--- config.mk ---
export PLATFORM = sky130hd
export DESIGN_NAME = bcpe_front
export DESIGN_NICKNAME = d
export VERILOG_FILES = /design/src/sv/bcpe_pkg.sv /design/src/sv/bcpe_front.sv
export SDC_FILE = /design/constraint.sdc
export NUM_CORES = 1
export LEC_CHECK = 0
export BUFFER_PORTS_ARGS = -buffer_cell sky130_fd_sc_hd__buf_4
export CORE_ASPECT_RATIO = 1.1
export CORE_MARGIN = 4
export CORE_UTILIZATION = 33
export CTS_BUF_LIST = sky130_fd_sc_hd__clkbuf_4 sky130_fd_sc_hd__clkbuf_8 sky130_fd_sc_hd__clkbuf_16
export DETAILED_ROUTE_END_ITERATION = 8
export MAX_ROUTING_LAYER = met4
export PLACE_DENSITY_LB_ADDON = 0.12
export SLEW_MARGIN = 15
export SYNTH_ARGS = -nofsm -noshare
export SYNTH_HDL_FRONTEND = slang
export SYNTH_SLANG_ARGS = --single-unit
export TNS_END_PERCENT = 100
--- constraint.sdc ---
create_clock -name clk_i -period 22 [get_ports clk_i]
set_input_delay 5.5 -clock clk_i [delete_from_list [all_inputs] [get_ports clk_i]]
set_output_delay 5.5 -clock clk_i [all_outputs]
set_load 0.005 [all_outputs]
--- src/sv/bcpe_pkg.sv ---
// ----------------------------------------------------------------------------
// bcpe_pkg
// Shared types and constants for the B-spline curve point evaluator.
// ----------------------------------------------------------------------------
package bcpe_pkg;

  // default sizes of the point and knot stores
  localparam int MAX_CONTROLS_DEF = 64;
  localparam int KNOT_DEPTH_DEF   = 68;
  // degree register is two bits wide, so the triangle never exceeds cubic
  localparam int MAX_DEGREE       = 3;

  // one in Q16.16, as a 17-bit weight
  localparam logic [16:0] ONE_Q = 17'h10000;

  // input item modes
  typedef enum logic [1:0] {
    MODE_CTRL = 2'd0,
    MODE_KNOT = 2'd1,
    MODE_EVAL = 2'd2,
    MODE_NONE = 2'd3
  } mode_e;

  // configuration register indexes
  typedef enum logic [1:0] {
    CFG_DEGREE   = 2'd0,
    CFG_CONTROLS = 2'd1,
    CFG_KNOTS    = 2'd2,
    CFG_UNUSED   = 2'd3
  } cfg_idx_e;

  // evaluation status codes
  typedef enum logic [1:0] {
    ST_DEBOOR = 2'd0,
    ST_BEZIER = 2'd1,
    ST_LINEAR = 2'd2,
    ST_EMPTY  = 2'd3
  } status_e;

  // classified queue entry kinds
  typedef enum logic [1:0] {
    KIND_CTRL,
    KIND_KNOT,
    KIND_EVAL
  } kind_e;

  // back-end sequencer states
  typedef enum logic [4:0] {
    S_IDLE,
    S_CLS,
    S_BK5,
    S_BK6,
    S_BKC,
    S_BZ,
    S_GEN,
    S_DKL,
    S_DMUL,
    S_DU,
    S_DCL,
    S_DSP,
    S_SR0,
    S_SR1,
    S_SR2,
    S_LD,
    S_TA,
    S_TB,
    S_TC,
    S_DIV,
    S_LM,
    S_LA,
    S_OUT
  } bk_state_e;

  // one classified transaction between front and back
  typedef struct packed {
    kind_e              kind;
    logic [6:0]         slot;
    logic signed [31:0] x;
    logic signed [31:0] y;
    logic signed [31:0] z;
    logic [16:0]        t01;
  } item_t;

  // configuration register contents
  typedef struct packed {
    logic [1:0] degree;
    logic [6:0] controls;
    logic [6:0] knots;
  } cfg_t;

endpackage

--- src/sv/bcpe_front.sv ---
// ----------------------------------------------------------------------------
// bcpe_front
// Accepts input transactions, drops unusable ones, clamps the parameter and
// queues the rest in a two-entry queue for the back end.
// ----------------------------------------------------------------------------
module bcpe_front #(
  parameter int MAX_CONTROLS = bcpe_pkg::MAX_CONTROLS_DEF,
  parameter int KNOT_DEPTH   = bcpe_pkg::KNOT_DEPTH_DEF
) (
  input  logic                clk_i,
  input  logic                rst_ni,
  input  logic                in_valid,
  output logic                in_stall,
  input  logic [1:0]          mode_i,
  input  logic [6:0]          slot_i,
  input  logic signed [31:0]  point_x_i,
  input  logic signed [31:0]  point_y_i,
  input  logic signed [31:0]  point_z_i,
  input  logic signed [31:0]  knot_value_i,
  input  logic signed [18:0]  param_t_i,
  output bcpe_pkg::item_t     head_o,
  output logic                empty_o,
  input  logic                pop_i
);
  import bcpe_pkg::*;

  item_t       fifo_q [2];
  logic        wptr_q, rptr_q;
  logic [1:0]  cnt_q;
  item_t       item;
  logic        keep;
  logic        push;
  logic        pop;

  // classify the incoming transaction
  always_comb begin
    item      = '0;
    item.slot = slot_i;
    keep      = 1'b0;
    case (mode_e'(mode_i))
      MODE_CTRL: begin
        item.kind = KIND_CTRL;
        item.x    = point_x_i;
        item.y    = point_y_i;
        item.z    = point_z_i;
        keep      = 32'(slot_i) < MAX_CONTROLS;
      end
      MODE_KNOT: begin
        item.kind = KIND_KNOT;
        item.x    = knot_value_i;
        keep      = 32'(slot_i) < KNOT_DEPTH;
      end
      MODE_EVAL: begin
        item.kind = KIND_EVAL;
        keep      = 1'b1;
        if (param_t_i < 0) begin
          item.t01 = '0;
        end else if (param_t_i > $signed({2'b00, ONE_Q})) begin
          item.t01 = ONE_Q;
        end else begin
          item.t01 = param_t_i[16:0];
        end
      end
      default: begin
        keep = 1'b0;
      end
    endcase
  end

  assign in_stall = cnt_q == 2'd2;
  assign push     = in_valid && !in_stall && keep;
  assign pop      = pop_i && cnt_q != 2'd0;
  assign empty_o  = cnt_q == 2'd0;
  assign head_o   = fifo_q[rptr_q];

  // queue pointers
  always_ff @(posedge clk_i or negedge rst_ni) begin
    if (!rst_ni) begin
      wptr_q <= 1'b0;
      rptr_q <= 1'b0;
      cnt_q  <= '0;
    end else begin
      if (push) wptr_q <= !wptr_q;
      if (pop)  rptr_q <= !rptr_q;
      cnt_q <= cnt_q + 2'(push) - 2'(pop);
    end
  end

  // queue storage
  always_ff @(posedge clk_i) begin
    if (push) fifo_q[wptr_q] <= item;
  end

endmodule

==> out/qor_table.md <==
| Item | This run | Unit |
|:---|:---|:---|
| Hold path cells | 1 | - |
| CTS tree | done | - |
| Highest cell delay on the worst timing path | 0.93 | ns |
| Hold Vio Cnt, Final | 0 | - |
| Highest attainable clock frequency | 117 | MHz |
| Count of vias placed by the detailed router | 5898 | - |
| Critical-path maximum fanout | 68 | - |
| Number of global-route vias before repair | 6428 | - |
| Signal arrival time at the worst endpoint | 3.03 | ns |
| Outcome | finished, final reports clean | - |
| Die span in y | 193 | um |
| Post-synth cell types | 31 | - |
| Setup repair after global routing missed its margin | no | - |
| Pwr/cell area | 105 | nW/um2 |
| Category of the critical setup timing path | reg -> out | - |
| First-iteration detailed-routing DRC count | 246 | - |
| Number of levels in the clock H-tree | 1 | - |
| I/O Buffers | 283 | - |
| Mapped Area | 10200 | um2 |
| Crit path setup slack, layout | 13.47 | ns |
| Mean cell area of the mapped netlist | 17.7 | um2 |
| Dominant cell type by count on the critical path | sky130_fd_sc_hd__buf_4 | - |
| Resize count post-CTS | 0 | - |
| Accumulated negative setup slack | 0 | ns |
| DP Cell Count | 1251 | - |
| End of the worst register-to-register path | fifo_q[0][62] | - |
| Top-Level Pins | 284 | - |
| Initial antenna violation count | 0 | - |
| Reg2reg setup slack | 19.73 | ns |
| #FFs+latches synth | 248 | - |
| Last weighted congestion value of the routability-driven placer | 0.726 | - |
| Residual DRC count | 0 | - |
| Primary FF master, synth | sky130_fd_sc_hd__edfxtp_1 | - |
| Maximum clock insertion buffer count | 3 | - |
| Top library cells by usage in the layout, fill and taps aside | sky130_fd_sc_hd__buf_4 (289), sky130_fd_sc_hd__edfxtp_1 (244), sky130_fd_sc_hd__mux2_2 (122) | - |
| Worst Max-Slew Pin Slew | 1.01 | ns |
| Pre-CTS setup slack | 13.97 | ns |
| First-pass GRT wire length | 35300 | um |
| Post-CTS Setup Repair Bufs | 0 | - |
| DR vias/cell | 4.53 | - |
| Kind of end point of the critical path | output pin | - |
| Total Die Area | 33900 | um2 |
| Count of synthesis-stage warnings from yosys | 0 | - |
| Hold Path Class | reg -> reg | - |
| Area growth from synthesis to layout | 33.8 | % |
| Required arrival time at the worst endpoint | 16.50 | ns |
| Count of cells along the worst register-to-register path | 4 | - |
| Number of max-capacitance violations reported | 0 | - |
| Dpl hpwl | 15900 | um |
| TritonCTS Sinks | 248 | - |
| Setup crit start kind | register | - |
| Clk_skew | 0.0155 | ns |
| Clock buffer count from CTS | 28 | - |
| Minimum period implied by the final worst setup slack | 8.53 | ns |
| End of the worst hold path | cnt_q[1] | - |
| Number of hold buffers added after CTS | 0 | - |
| Final period util | 0.388 | - |
| Source of the worst hold timing path | cnt_q[1] | - |
| Static leakage power | 5.34 | nW |
| Sequential area share after synthesis | 0.726 | - |
| Slowest stage cell on the critical path | sky130_fd_sc_hd__dfrtp_4 | - |
| Fraction of synthesis flops using an asynchronous set or reset pin | 0.0161 | - |
| Final-report max-slew violation count | 0 | - |
| Standard-cell rows | 67 | - |
| Finished Layout Cells | 1303 | - |
| Cell-by-cell trace of the critical path | buf_4, mux2_2, buf_4 | - |
| Slew HR | 0.326 | - |
| Maximum VDD drop | 0.0540 | mV |
| Post-CTS clock slew at the launch and capture registers of the worst setup and hold paths | 0.06 | ns |
| Antenna fix cells | 0 | - |
| Total Wirelength | 23600 | um |
| Final Hold Slack | 0.504 | ns |
| Number of nets still failing antenna checks after routing | 0 | - |
| Overflow left after global routing | 0 | - |
| Overall fraction of global-route tracks in use | 0.136 | - |
| Number of failing setup endpoints in the final timing report | 0 | - |
| Largest net degree at the start of global routing | 70 | - |
| Share of post-route cells with drive strength above 1 | 0.530 | - |
| Count of mapped cells out of synthesis | 579 | - |
| CTS Root Cell | sky130_fd_sc_hd__clkbuf_16 | - |
| R2r startpoint | cnt_q[1] | - |
| Count of filler cells inserted in the layout | 2834 | - |
| CP Buf/Inv Count | 2 | - |
| Horizontal extent of the die | 176 | um |
| Initial DRT Pass Iterations | 4 | - |
| Post-synthesis net count | 741 | - |
| Standard cell core area | 30500 | um2 |
| Starting Density | 0.335 | - |
| Routed length per instance | 18.1 | um |
| Net total in the final layout | 1029 | - |
| CP top delay family | buffers and inverters | - |
| Number of synthesized flops with an enable pin | 244 | - |
| Most common cell after layout, fill and taps aside | sky130_fd_sc_hd__buf_4 | - |
| Clk_lat worst skew | 0.52 | ns |
-- logic make-up (layout without fill, tap and decap cells) --
group | after synthesis | in the layout | share of synthesized area
fa+ha+maj | 2 | 2 | 0.00245
flops | 248 | 248 | 0.726
simple gates | 131 | 131 | 0.0828
compound gates | 6 | 6 | 0.00416
mux | 155 | 155 | 0.167
buf+inv | 34 | 344 | 0.0154
xor+xnor | 3 | 3 | 0.00257
-- report_power, final --
part | switching, mW | internal, mW
Combinational | 0.163 | 0.219
Clock | 0.174 | 0.262
Sequential | 0.0341 | 0.588
-- synthesized netlist by cell type (2+ instances only) --
cell | instances | area share
sky130_fd_sc_hd__buf_2 | 18 | 0.0088
sky130_fd_sc_hd__mux2i_1 | 33 | 0.032
sky130_fd_sc_hd__nor2b_1 | 4 | 0.0024
sky130_fd_sc_hd__dfrtp_1 | 4 | 0.0098
sky130_fd_sc_hd__and4bb_1 | 9 | 0.011
sky130_fd_sc_hd__and2_1 | 64 | 0.039
sky130_fd_sc_hd__xnor2_1 | 2 | 0.0017
sky130_fd_sc_hd__and4bb_2 | 6 | 0.0073
sky130_fd_sc_hd__nor4_1 | 5 | 0.0031
sky130_fd_sc_hd__ha_1 | 2 | 0.0024
sky130_fd_sc_hd__clkbuf_1 | 12 | 0.0044
sky130_fd_sc_hd__inv_1 | 3 | 0.0011
sky130_fd_sc_hd__mux2_2 | 122 | 0.13
sky130_fd_sc_hd__edfxtp_1 | 244 | 0.72
sky130_fd_sc_hd__nor2_1 | 35 | 0.013
-- worst max-delay path by stage --
stage | startpoint | endpoint | slack, ns | cells past startpoint
floorplan | mode_i[0] | fifo_q[1][0] | 6.34 | 4
global placement | rptr_q | head_o[94] | 14.02 | 3
detailed placement | rptr_q | head_o[94] | 13.97 | 3
CTS | rptr_q | head_o[94] | 13.40 | 3
global route | rptr_q | head_o[94] | 13.31 | 3
finish | rptr_q | head_o[94] | 13.47 | 3
-- registers in the layout (all words and copies together) (netlist names) --
signal	count
rptr_q	1
fifo_q	244
wptr_q	1
cnt_q	2
-- routing by layer --
layer  global-route usage  vias up  part of all wire
met3               0.0453       31             0.084
met5                    -        -                 0
met4               0.0330        0             0.017
li1                     -     2779                 -
met1                0.164     2882              0.41
met2                0.223      206              0.49
-- area by class of cell --
type / count / area (um2) / area share
clock inverter: 15 / 97.6 / 0.00713
multi-input combinational: 297 / 2670 / 0.195
clock buffer: 37 / 786 / 0.0574
timing repair buffer: 289 / 2170 / 0.159
inverter: 3 / 11.3 / 0.000823
sequential: 248 / 7430 / 0.543
tap: 414 / 518 / 0.0378
-- through the flow --
stage	area [um2]	total power, mW	utilization
2_1_floorplan	10200	0.832	-
3_3_place_gp	12800	1.02	0.419
3_5_place_dp	12800	1.02	0.420
4_1_cts	13700	1.47	0.448
5_1_grt	13700	1.52	0.448
6_report	13700	1.44	0.448
No activity file was read; power rests on OpenSTA's default activity.
